--- config.mk ---
export PLATFORM = sky130hd
export DESIGN_NAME = hvn_mix
export DESIGN_NICKNAME = d
export VERILOG_FILES = /design/src/rtl/hvn_pkg.sv /design/src/rtl/hvn_mix.sv
export SDC_FILE = /design/constraint.sdc
export NUM_CORES = 1
export LEC_CHECK = 0
export BUFFER_PORTS_ARGS = -buffer_cell sky130_fd_sc_hd__buf_2
export CORE_ASPECT_RATIO = 1.5
export CORE_MARGIN = 3
export CORE_UTILIZATION = 35
export DETAILED_ROUTE_END_ITERATION = 10
export GPL_ROUTABILITY_DRIVEN = 0
export PLACE_DENSITY = 0.61
export RECOVER_POWER = 25
export SYNTH_ARGS = -nofsm -noshare
export SYNTH_HDL_FRONTEND = slang
export SYNTH_SLANG_ARGS = --single-unit
export TNS_END_PERCENT = 50
--- constraint.sdc ---
create_clock -name clk -period 9.9 [get_ports clk]
set_input_delay 2.475 -clock clk [delete_from_list [all_inputs] [get_ports clk]]
set_output_delay 2.475 -clock clk [all_outputs]
set_load 0.02 [all_outputs]
--- src/rtl/hvn_pkg.sv ---
// shared constants and helpers for the hashed value noise pipeline
`default_nettype none

package hvn_pkg;

    // datapath widths
    localparam int WORD_W   = 32;
    localparam int VALUE_W  = 24;
    localparam int WEIGHT_W = 16;
    localparam int SMOOTH_K_W = WEIGHT_W + 2;

    // default number of fraction bits on the coordinates
    localparam int FRAC_BITS_DEFAULT = 16;

    // register stages from input capture to the output register
    localparam int NUM_STAGES = 15;

    // hash constants
    localparam logic [WORD_W-1:0] HASH_GOLDEN = 32'h9e37_79b9;
    localparam logic [WORD_W-1:0] MIX_MUL_A   = 32'h7feb_352d;
    localparam logic [WORD_W-1:0] MIX_MUL_B   = 32'h846c_a68b;
    localparam int MIX_SHIFT_HI = 16;
    localparam int MIX_SHIFT_LO = 15;
    localparam int COMB_SHL = 6;
    localparam int COMB_SHR = 2;

    // 3.0 in Q2.16, the constant term of the smoothing cubic
    localparam logic [SMOOTH_K_W-1:0] SMOOTH_THREE = 18'd196608;

    // seed/value combine ahead of the mix
    function automatic logic [WORD_W-1:0] hash_pre(
        input logic [WORD_W-1:0] s,
        input logic [WORD_W-1:0] v
    );
        return s ^ (v + HASH_GOLDEN + (s << COMB_SHL) + (s >> COMB_SHR));
    endfunction

endpackage

`default_nettype wire

--- src/rtl/hvn_mix.sv ---
// two-stage xor-shift-multiply integer mix
`default_nettype none

module hvn_mix (
    input  wire logic                       clk,
    input  wire logic [1:0]                 en,
    input  wire logic [hvn_pkg::WORD_W-1:0] din,
    output logic      [hvn_pkg::WORD_W-1:0] dout
);
    import hvn_pkg::*;

    logic [WORD_W-1:0] pre_a;
    logic [WORD_W-1:0] pre_b;
    logic [WORD_W-1:0] mul_a_next;
    logic [WORD_W-1:0] mul_a_reg;
    logic [WORD_W-1:0] mul_b_next;
    logic [WORD_W-1:0] mul_b_reg;

    // first xor-shift and multiply, then second xor-shift and multiply
    always_comb
    begin
        pre_a      = din ^ (din >> MIX_SHIFT_HI);
        mul_a_next = pre_a * MIX_MUL_A;
        pre_b      = mul_a_reg ^ (mul_a_reg >> MIX_SHIFT_LO);
        mul_b_next = pre_b * MIX_MUL_B;
    end

    always_ff @(posedge clk)
    begin
        if (en[0])
        begin
            mul_a_reg <= mul_a_next;
        end
        if (en[1])
        begin
            mul_b_reg <= mul_b_next;
        end
    end

    // final xor-shift
    assign dout = mul_b_reg ^ (mul_b_reg >> MIX_SHIFT_HI);

endmodule

`default_nettype wire

Yosys cells after proc, flatten, opt, wreduce, memory -nomap -nowiden:

Index checks and enable logic that the tools add are counted.

* bits in registers: 64
* input bits: 35
* output and inout bits: 32
* logic and storage cells: 7

* multipliers: 2
* bitwise logic cells: 3

Operators with widths (number)
* $xor A32 B16 Y32: 2
* $mul A32 B31 Y32 const B: 1
* $mul A32 B32 Y32 const B: 1
* $xor A32 B17 Y32: 1

Depth between registers and ports, before layout:

Gate-level depths: netlist of run 1.

* depth after elaboration: 2
* gate-level depth with buffers: 26

Least setup slack after synthesis of run 1:

No wires, ideal clock.

* path kind: input to register
* start point: input port din[6] (netlist bit)
* end point: register mul_a_reg[29], data pin
* arrival: 8.561 ns
* required time: 9.632 ns
* slack: 1.071 ns
* stages: 26
* path through: xnor2_1 -> inv_1 -> ha_1 -> inv_1 -> fa_1 -> inv_1 -> ha_1 -> inv_1 -> fa_1 -> inv_1 -> fa_1 -> inv_1 -> fa_1 -> inv_1 -> fa_1 -> fa_1 -> ha_1 -> clkbuf_1 -> nand3_1 -> or2_2 -> o22a_1 -> o211ai_1 -> o211ai_1 -> a41oi_1 -> mux2i_1 -> o211ai_1

* cells in the longest elaborated chain, start to end: 2

RTL lines
* start: declaration: RTL line hvn_mix.sv:7 `input wire logic [hvn_pkg::WORD_W-1:0] din,`
* $xor A32 B16 Y32: RTL line hvn_mix.sv:22 `pre_a = din ^ (din >> MIX_SHIFT_HI);`
* $mul A32 B31 Y32: RTL line hvn_mix.sv:23 `mul_a_next = pre_a * MIX_MUL_A;`
* via mul_a_next[29]: RTL line hvn_mix.sv:14 `logic [WORD_W-1:0] mul_a_next;`
* end signal: assignment: RTL line hvn_mix.sv:32 `mul_a_reg <= mul_a_next;`
* end: declaration: RTL line hvn_mix.sv:15 `logic [WORD_W-1:0] mul_a_reg;`

The timed path passes the listed nets, and every way through them passes these cells.
A chain may end at the register's enable or synchronous reset.

Worst setup path after layout of run 1:

* start point: input port din[18] (netlist bit)
* end point: register mul_a_reg[31], data pin

Same word-level chain as after synthesis.

==> results.sh, run 1 <==
export IMPL_post_cts_setup_buffer_count=0
export IMPL_fin_crit_ps=9250
export IMPL_final_common_cell="sky130_fd_sc_hd__inv_1"
export IMPL_num_io_pins=67
export IMPL_muxShareOfSynthArea_pct=0.110
export IMPL_met3_wire_length_um=1300
export IMPL_rows=105
export IMPL_die_width_um=198
export IMPL_timing_hold_worst_start="mul_a_reg[0]"
export IMPL_grt_pass1_vias=14600
export IMPL_status="complete, but fails checks"
export IMPL_antenna_found_initial=0
export IMPL_post_synth_num_cell_types=60
export IMPL_critical_path_startpoint="din[18]"
export IMPL_final_cell_mix="585 x sky130_fd_sc_hd__inv_1, 369 x sky130_fd_sc_hd__ha_1, 346 x sky130_fd_sc_hd__fa_1"
export IMPL_failing_checks="max-capacitance violations, max-slew violations"
export IMPL_htree_levels=3
export IMPL_timing_hold_worst_class="reg -> reg"
export IMPL_maxSlewViolCount=66
export IMPL_n_antenna_cell=0
export IMPL_setup_viol=0
export IMPL_postRouteAntennaNets=0
export IMPL_cp_required_ps=10010
export IMPL_dominant_combinational_cell_family_by_area_after_synthesis="adder cells"
export IMPL_ws_path_type="in -> reg"
export IMPL_min_period_over_period_pct=93.5
export IMPL_core_area_mm2=0.0548
export IMPL_vias=12800
export IMPL_maxCapViolCount=2
export IMPL_portBuffers=66
export IMPL_drt_pre_antenna_iters=4
export IMPL_wl_met1_um=17700
export IMPL_worst_path_max_delay_cell="sky130_fd_sc_hd__fa_1"
export IMPL_cts_made_buffers=9
export IMPL_ys_flop_type="sky130_fd_sc_hd__edfxtp_1"
export IMPL_worst_path_largest_cell_delay_ps=620
export IMPL_grt_start_max_net_pins=33
export IMPL_critPathArrivalTime_ps=9360
export IMPL_worst_pin_slew_ps=1680
export IMPL_rr_startpoint="mul_a_reg[25]"
export IMPL_grt_first_pass_wirelength_um=80100
export IMPL_synthesized_area_divided_by_synthesized_cell_count_um2=10.2
export IMPL_synth_seq_cells=64
export IMPL_via_per_inst=4.78
export IMPL_worstPathCellList="buf_2 > xnor2_1 > inv_1 > ha_1 > ha_1 > or2_2 > fa_1 > inv_1 > fa_1 > fa_1 > fa_1 > fa_1 > fa_1 > fa_1 > inv_1 > ha_1 > inv_1 > o21ai_0 > a21oi_1 > nor2_1 > a211oi_1 > xnor2_1"
export IMPL_synthToLayoutAreaGrowth_pct=7.82
export IMPL_tritoncts="done"
export IMPL_postSynth_asyncResetShare_pct=0
export IMPL_highest_metal_used="met4"
export IMPL_cts_path_max_buffers=2
export IMPL_synth_edf_count=64
export IMPL_total_die_area_mm2=0.0583
export IMPL_dp_final_hpwl_um=46000
export IMPL_startpoint_type="primary input"
export IMPL_detail_route_iter0_violations=512
export IMPL_synthesis_area_mm2=0.0194
export IMPL_grt_total_usage_pct=18.2
export IMPL_synth_compound_area_share_pct=5.48
export IMPL_wl_met2_um=27200
export IMPL_synth_simple_gate_area_share_pct=3.52
export IMPL_cts_clk_slew_worst_paths_ps=60
export IMPL_syn_nets=2645
export IMPL_initial_utilization_pct=35.4
export IMPL_final_layout_size_suffix_gt1_share_pct=6.11
export IMPL_ys_seq_area_share_pct=9.91
export IMPL_total_negative_slack_ps=0
export IMPL_synthesis_instances=1895
export IMPL_cts_root_buf="sky130_fd_sc_hd__clkbuf_16"
export IMPL_routed_wirelength_um=51000
export IMPL_floorplan_die_height_um=294
export IMPL_total_number_of_yosys_warnings=0
export IMPL_rsz0062_at_grt="no"
export IMPL_crit_top_cell="sky130_fd_sc_hd__fa_1"
export IMPL_grt_overflow=0
export IMPL_cts_resized=0
export IMPL_highest_achievable_clock_rate_mhz=108
export IMPL_path_max_fanout=9
export IMPL_worst_clock_skew_ps=12.7
export IMPL_route_detailed_wl_per_inst_um=19.1
export IMPL_cts_sink_count=64
export IMPL_cts_hold_repair_buffers=0
export IMPL_clock_latency_late_sink_ps=370
export IMPL_yosys_area_share_adder_pct=59.5
export IMPL_maxSlewHeadroom_pct=-12.1
export IMPL_timing_hold_violations_final=0
export IMPL_drcViolationCount=0
export IMPL_post_synth_xor_area_fraction_pct=9.44
export IMPL_final_nets=2724
export IMPL_worstSetupEndpointType="flop"
critical path, delay by kind of cell:
| family | cells | cell delay (ps) |
|---|---|---|
| fa+ha+maj | 10 | 4520 |
| buf+inv | 5 | 780 |
| xor+xnor | 2 | 680 |
| compound gates | 3 | 510 |
| simple gates | 2 | 390 |
cell usage after synthesis, types with 3 or more instances:
| library cell | count | area share, % |
|---|---|---|
| sky130_fd_sc_hd__a211oi_1 | 5 | 0.19 |
| sky130_fd_sc_hd__a21o_1 | 25 | 0.97 |
| sky130_fd_sc_hd__a21oi_1 | 47 | 1.2 |
| sky130_fd_sc_hd__a31o_2 | 3 | 0.14 |
| sky130_fd_sc_hd__a31oi_1 | 5 | 0.16 |
| sky130_fd_sc_hd__and2_1 | 6 | 0.19 |
| sky130_fd_sc_hd__and3_1 | 3 | 0.097 |
| sky130_fd_sc_hd__buf_4 | 16 | 0.62 |
| sky130_fd_sc_hd__clkbuf_1 | 3 | 0.058 |
| sky130_fd_sc_hd__edfxtp_1 | 64 | 9.9 |
| sky130_fd_sc_hd__fa_1 | 346 | 36 |
| sky130_fd_sc_hd__ha_1 | 369 | 24 |
| sky130_fd_sc_hd__inv_1 | 585 | 11 |
| sky130_fd_sc_hd__nand2_1 | 30 | 0.58 |
| sky130_fd_sc_hd__nand2b_1 | 4 | 0.13 |
| sky130_fd_sc_hd__nand3_1 | 19 | 0.49 |
| sky130_fd_sc_hd__nand4_1 | 6 | 0.19 |
| sky130_fd_sc_hd__nor2_1 | 54 | 1.0 |
| sky130_fd_sc_hd__nor2b_1 | 3 | 0.097 |
| sky130_fd_sc_hd__nor3_1 | 7 | 0.18 |
| sky130_fd_sc_hd__o211ai_1 | 11 | 0.43 |
| sky130_fd_sc_hd__o21a_1 | 5 | 0.19 |
| sky130_fd_sc_hd__o21ai_0 | 20 | 0.52 |
| sky130_fd_sc_hd__o21bai_1 | 8 | 0.31 |
| sky130_fd_sc_hd__or2_2 | 5 | 0.16 |
| sky130_fd_sc_hd__or3_1 | 3 | 0.097 |
| sky130_fd_sc_hd__xnor2_1 | 132 | 6.0 |
| sky130_fd_sc_hd__xor2_1 | 74 | 3.3 |
routing by layer:
layer  global-route usage, %  vias up
li1                        -     5969
met1                    18.2     6316
met2                    34.3      329
met3                    1.66      177
met4                    14.0        0
met5                       0        -
cell families (layout without fill, tap and decap cells):
| group | after synthesis | after routing |
|---|---|---|
| buffers and inverters | 606 | 690 |
| AND/OR/NAND/NOR | 146 | 146 |
| AO/OA/AOI/OAI | 155 | 155 |
| multiplexers | 2 | 2 |
| adder cells (fa/ha/maj) | 715 | 715 |
| XOR/XNOR | 207 | 207 |
| flip-flops | 64 | 64 |
worst paths after layout:
check / endpoint / slack [ps] / depth (start not counted)
hold / removal: mul_b_reg[0] / 1200 / 2
setup reg to reg: mul_b_reg[30] / 1810 / 20
setup / recovery: mul_a_reg[31] / 650 / 22
hold reg to reg: mul_b_reg[0] / 1200 / 2
through the flow:
| stage | cells | setup WS [ps] | hold slack, ps | cell area (um2) | util, % |
|---|---|---|---|---|---|
| after CTS | 2674 | 669 | 822 | 20900 | 38.2 |
| after detailed placement | 2658 | 275 | 814 | 20600 | 37.6 |
| final | 2674 | 648 | 1200 | 20900 | 38.2 |
| after global placement | 2658 | 447 | 811 | 20600 | 37.6 |
| after global routing | 2674 | 379 | 1250 | 20900 | 38.2 |
| after floorplan | 1895 | 1070 | 741 | 19400 | - |
area by class of cell:
cell class                      count  area (um2)
Multi-Input combinational cell   1225       15100
Tap cell                          695         870
Inverter                          587        2200
Fill cell                        5429       33900
Clock inverter                      7        71.3
Clock buffer                        9         225
Timing Repair Buffer               87         482
Sequential cell                    64        1920
Power of run 1 is not shown: default switching activity piles up to over one toggle a cycle in this logic, so the estimate is an artifact.
==> inputs of run 2 (changes only) <==
- REMOVE_ABC_BUFFERS: unset -> 1
==> results.sh, run 2 (synthesis gave the netlist of run 1 again) <==
export IMPL_drcViolationCount=0
export IMPL_route_detailed_wl_per_inst_um=19.1
export IMPL_rsz0062_at_grt="no"
export IMPL_critPathArrivalTime_ps=9250
export IMPL_n_antenna_cell=0
export IMPL_total_die_area_mm2=0.0583
export IMPL_cts_resized=0
export IMPL_final_common_cell="sky130_fd_sc_hd__inv_1"
export IMPL_rr_startpoint="mul_a_reg[25]"
export IMPL_cts_root_buf="sky130_fd_sc_hd__clkbuf_16"
export IMPL_maxSlewHeadroom_pct=-10.4
export IMPL_floorplan_die_height_um=294
export IMPL_failing_checks="max-capacitance violations, max-slew violations"
export IMPL_cts_sink_count=64
export IMPL_htree_levels=3
export IMPL_maxCapViolCount=2
export IMPL_core_area_mm2=0.0548
export IMPL_grt_pass1_vias=14600
export IMPL_postLayoutCellArea_mm2=0.0209
export IMPL_rows=105
export IMPL_highest_achievable_clock_rate_mhz=109
export IMPL_via_per_inst=4.78
export IMPL_cp_required_ps=9990
export IMPL_utilization_pct=38.2
export IMPL_post_cts_setup_buffer_count=0
export IMPL_cts_hold_repair_buffers=0
export IMPL_met3_usage_pct=1.51
export IMPL_grt_start_max_net_pins=33
export IMPL_worst_clock_skew_ps=14.0
export IMPL_die_width_um=198
export IMPL_antenna_found_initial=0
export IMPL_initial_utilization_pct=35.4
export IMPL_path_max_fanout=9
export IMPL_synthToLayoutAreaGrowth_pct=7.89
export IMPL_final_cell_mix="585 x sky130_fd_sc_hd__inv_1, 369 x sky130_fd_sc_hd__ha_1, 346 x sky130_fd_sc_hd__fa_1"
export IMPL_final_nets=2726
export IMPL_grt_first_pass_wirelength_um=79700
export IMPL_dp_final_hpwl_um=46000
export IMPL_global_route_peak_usage_layer="met2"
export IMPL_detailed_place_area_mm2=0.0206
export IMPL_status="complete, but fails checks"
export IMPL_startpoint_type="primary input"
export IMPL_cts_made_buffers=9
export IMPL_timing_hold_worst_class="reg -> reg"
export IMPL_grt_util_met2_pct=35.0
export IMPL_clock_latency_late_sink_ps=360
export IMPL_timing_hold_violations_final=0
export IMPL_vias=12800
export IMPL_hold_slack_ps=1200
export IMPL_timing_hold_worst_start="mul_a_reg[0]"
export IMPL_maxSlewViolCount=66
export IMPL_postRouteAntennaNets=0
export IMPL_ws_path_type="in -> reg"
export IMPL_num_io_pins=67
export IMPL_tritoncts="done"
export IMPL_routed_wirelength_um=51000
export IMPL_final_layout_size_suffix_gt1_share_pct=6.26
export IMPL_portBuffers=66
export IMPL_worst_pin_slew_ps=1660
export IMPL_n_fill_cell=5434
export IMPL_grt_overflow=0
export IMPL_min_period_over_period_pct=92.6
export IMPL_global_route_usage_met1_pct=18.2
export IMPL_setup_viol=0
export IMPL_critical_path_startpoint="din[18]"
export IMPL_drt_pre_antenna_iters=5
export IMPL_fin_crit_ps=9170
export IMPL_cts_clk_slew_worst_paths_ps=60
export IMPL_grt_total_usage_pct=18.2
export IMPL_detail_route_iter0_violations=433
export IMPL_worstSetupEndpointType="flop"
export IMPL_cts_path_max_buffers=2
export IMPL_total_negative_slack_ps=0
## run 2: cell count changes in the layout (fill, tap and decap cells not counted), sizes merged
cell      delta
buf          +2
clkinv       -1
clkinvlp     +1
## run 2: per-stage QoR
step	setup slack, ps	std cells
floorplan	1110	1876
global placement	572	2660
detailed placement	451	2660
CTS	815	2676
global route	492	2676
finish	735	2676
## run 2: final timing paths
path / end / slack (ps) / depth (start not counted)
min: mul_b_reg[0] / 1200 / 2
max reg2reg: mul_b_reg[30] / 1790 / 20
max: mul_a_reg[31] / 730 / 22
min reg2reg: mul_b_reg[0] / 1200 / 2
## run 2: area by class of cell
type                       instances  area (um2)  area share, %
clock inverter                     7        71.3          0.341
inverter                         587        2200           10.5
multi-input combinational       1225       15100           72.3
tap                              695         870           4.15
sequential                        64        1920           9.18
timing repair buffer              89         497           2.37
clock buffer                       9         225           1.08
## run 2: metal layers
layer	wire length (um)	share of wire, %	vias up
li1	-	-	5972
met1	17700	35	6314
met2	27800	55	330
met3	1260	2.5	167
met4	4240	8.3	0
met5	0	0	-
## run 2: worst max-delay path, stage by stage
cell and delay [ps]:
sky130_fd_sc_hd__buf_2 190, sky130_fd_sc_hd__xnor2_1 440, sky130_fd_sc_hd__inv_1 300, sky130_fd_sc_hd__ha_1 420
sky130_fd_sc_hd__ha_1 210, sky130_fd_sc_hd__or2_2 330, sky130_fd_sc_hd__fa_1 480, sky130_fd_sc_hd__inv_1 90
sky130_fd_sc_hd__fa_1 460, sky130_fd_sc_hd__fa_1 510, sky130_fd_sc_hd__fa_1 630, sky130_fd_sc_hd__fa_1 480
sky130_fd_sc_hd__fa_1 480, sky130_fd_sc_hd__fa_1 510, sky130_fd_sc_hd__inv_1 40, sky130_fd_sc_hd__ha_1 330
sky130_fd_sc_hd__inv_1 110, sky130_fd_sc_hd__o21ai_0 90, sky130_fd_sc_hd__a21oi_1 150, sky130_fd_sc_hd__nor2_1 60
sky130_fd_sc_hd__a211oi_1 300, sky130_fd_sc_hd__xnor2_1 150
Power of run 2 is left out for the same reason.
==> inputs of run 3 (changes only) <==
- PLACE_DENSITY: 0.61 -> 0.63
- clock period: 9.9 -> 7.9 ns (I/O delays scaled with it)
==> results.sh, run 3 (synthesis gave the netlist of run 1 again) <==
export IMPL_status="complete, but fails checks"
export IMPL_failing_checks="max-capacitance violations, max-slew violations"
export IMPL_grt_total_usage_pct=18.5
export IMPL_portBuffers=66
export IMPL_synthToLayoutAreaGrowth_pct=17.6
export IMPL_final_cell_mix="566 x sky130_fd_sc_hd__inv_1, 353 x sky130_fd_sc_hd__ha_1, 340 x sky130_fd_sc_hd__fa_1"
export IMPL_cts_clk_slew_worst_paths_ps=70
export IMPL_path_max_fanout=3
export IMPL_routed_wirelength_um=52700
export IMPL_cts_made_buffers=9
export IMPL_worst_path_largest_cell_delay_ps=500
export IMPL_critPathArrivalTime_ps=7810
export IMPL_grt_overflow=0
export IMPL_die_width_um=198
export IMPL_timing_hold_worst_class="reg -> reg"
export IMPL_grt_first_pass_wirelength_um=82100
export IMPL_num_io_pins=67
export IMPL_dp_final_hpwl_um=47500
export IMPL_cts_sink_count=64
export IMPL_final_nets=2911
export IMPL_min_period_over_period_pct=97.7
export IMPL_instance_count_after_placement_with_tap_cells_included=2834
export IMPL_detail_route_iter0_violations=444
export IMPL_maxSlewViolCount=66
export IMPL_maxCapViolCount=2
export IMPL_tritoncts="done"
export IMPL_timing_hold_violations_final=0
export IMPL_initial_utilization_pct=35.4
export IMPL_core_area_mm2=0.0548
export IMPL_final_layout_size_suffix_gt1_share_pct=17.5
export IMPL_clock_latency_late_sink_ps=360
export IMPL_seq_area_mm2=0.00192
export IMPL_total_die_area_mm2=0.0583
export IMPL_drcViolationCount=0
export IMPL_worst_clock_skew_ps=12.3
export IMPL_maxSlewHeadroom_pct=-9.44
export IMPL_grt_start_max_net_pins=33
export IMPL_cts_hold_repair_buffers=0
export IMPL_n_antenna_cell=0
export IMPL_via_per_inst=4.75
export IMPL_vias=13600
export IMPL_worstSetupEndpointType="flop"
export IMPL_antenna_found_initial=0
export IMPL_grt_pass1_vias=15800
export IMPL_multi_input_gate_area_in_the_final_layout_mm2=0.0156
export IMPL_cts_path_max_buffers=2
export IMPL_cts_root_buf="sky130_fd_sc_hd__clkbuf_16"
export IMPL_setup_viol=0
export IMPL_worst_path_max_delay_cell="sky130_fd_sc_hd__fa_1"
export IMPL_n_fill_cell=5198
export IMPL_htree_levels=3
export IMPL_fin_crit_ps=7720
export IMPL_worst_pin_slew_ps=1640
export IMPL_final_common_cell="sky130_fd_sc_hd__inv_1"
export IMPL_highest_achievable_clock_rate_mhz=130
export IMPL_cp_required_ps=8000
export IMPL_route_detailed_wl_per_inst_um=18.4
export IMPL_floorplan_die_height_um=294
export IMPL_post_layout_nonfiller_instances=2861
export IMPL_crit_top_cell="sky130_fd_sc_hd__inv_1"
export IMPL_rows=105
export IMPL_startpoint_type="primary input"
export IMPL_ws_path_type="in -> reg"
export IMPL_postRouteAntennaNets=0
export IMPL_drt_pre_antenna_iters=5
## run 3: cell count changes in the layout (fill, tap and decap cells not counted), moves of 7 or more
cell                      delta
sky130_fd_sc_hd__inv_1      -19
sky130_fd_sc_hd__ha_1       -16
sky130_fd_sc_hd__ha_4       +16
sky130_fd_sc_hd__buf_4     +181
sky130_fd_sc_hd__xnor2_2     +7
sky130_fd_sc_hd__xnor2_1    -10
sky130_fd_sc_hd__inv_2      +19
## run 3: layout make-up
cell class,count,area share [%]
Clock inverter,7,0.318
Sequential cell,64,8.43
Multi-Input combinational cell,1225,68.4
Inverter,587,9.66
Clock buffer,9,0.988
Timing Repair Buffer,274,8.39
Tap cell,695,3.81
## run 3: worst max-delay path: cells and delay by family
kind,cells,cell delay [ps]
adders and majority gates,9,3070
AOI/OAI and AO/OA,7,1280
and+or+nand+nor,1,140
muxes,1,170
xor gates and xnor gates,2,400
buffers and inverters,8,770
## run 3: metrics by stage
stage	TNS, ps	worst slack (ps)	cell area (um2)	hold WS, ps	utilization, %
4_1_cts	0	6.10	22300	862	40.7
5_1_grt	-105	-48.6	22800	1130	41.6
2_1_floorplan	-1570	-394	19300	741	-
6_report	0	183	22800	1110	41.6
3_5_place_dp	-3810	-572	21900	853	40.1
3_3_place_gp	-2360	-414	21900	860	40.1
## run 3: layer usage
layer | wire (um) | track usage, % | share of wire, % | up-vias
li1 | - | - | - | 6355
met1 | 17600 | 17.7 | 33 | 6682
met2 | 28500 | 35.7 | 54 | 354
met3 | 1590 | 1.81 | 3.0 | 196
met4 | 4980 | 14.0 | 9.5 | 0
met5 | 0 | 0 | 0 | -
## run 3: final timing paths
kind / cells after the start / end / slack, ps / startpoint
setup / recovery: 28 / mul_a_reg[29] / 180 / din[19]
hold / removal: 2 / mul_b_reg[1] / 1110 / mul_a_reg[0]
setup reg to reg: 21 / mul_b_reg[31] / 450 / mul_a_reg[30]
hold reg to reg: 2 / mul_b_reg[1] / 1110 / mul_a_reg[0]
## run 3: what timing repair did
action | 4_1_cts | 5_1_grt
setup endpoints to repair | 5 | 9
gates cloned | 0 | 0
hold endpoints to repair | 0 | 0
gates resized for setup | 5 | 87
setup buffers | 0 | 11
pin swaps | 1 | 65
Power of run 3 is left out for the same reason.
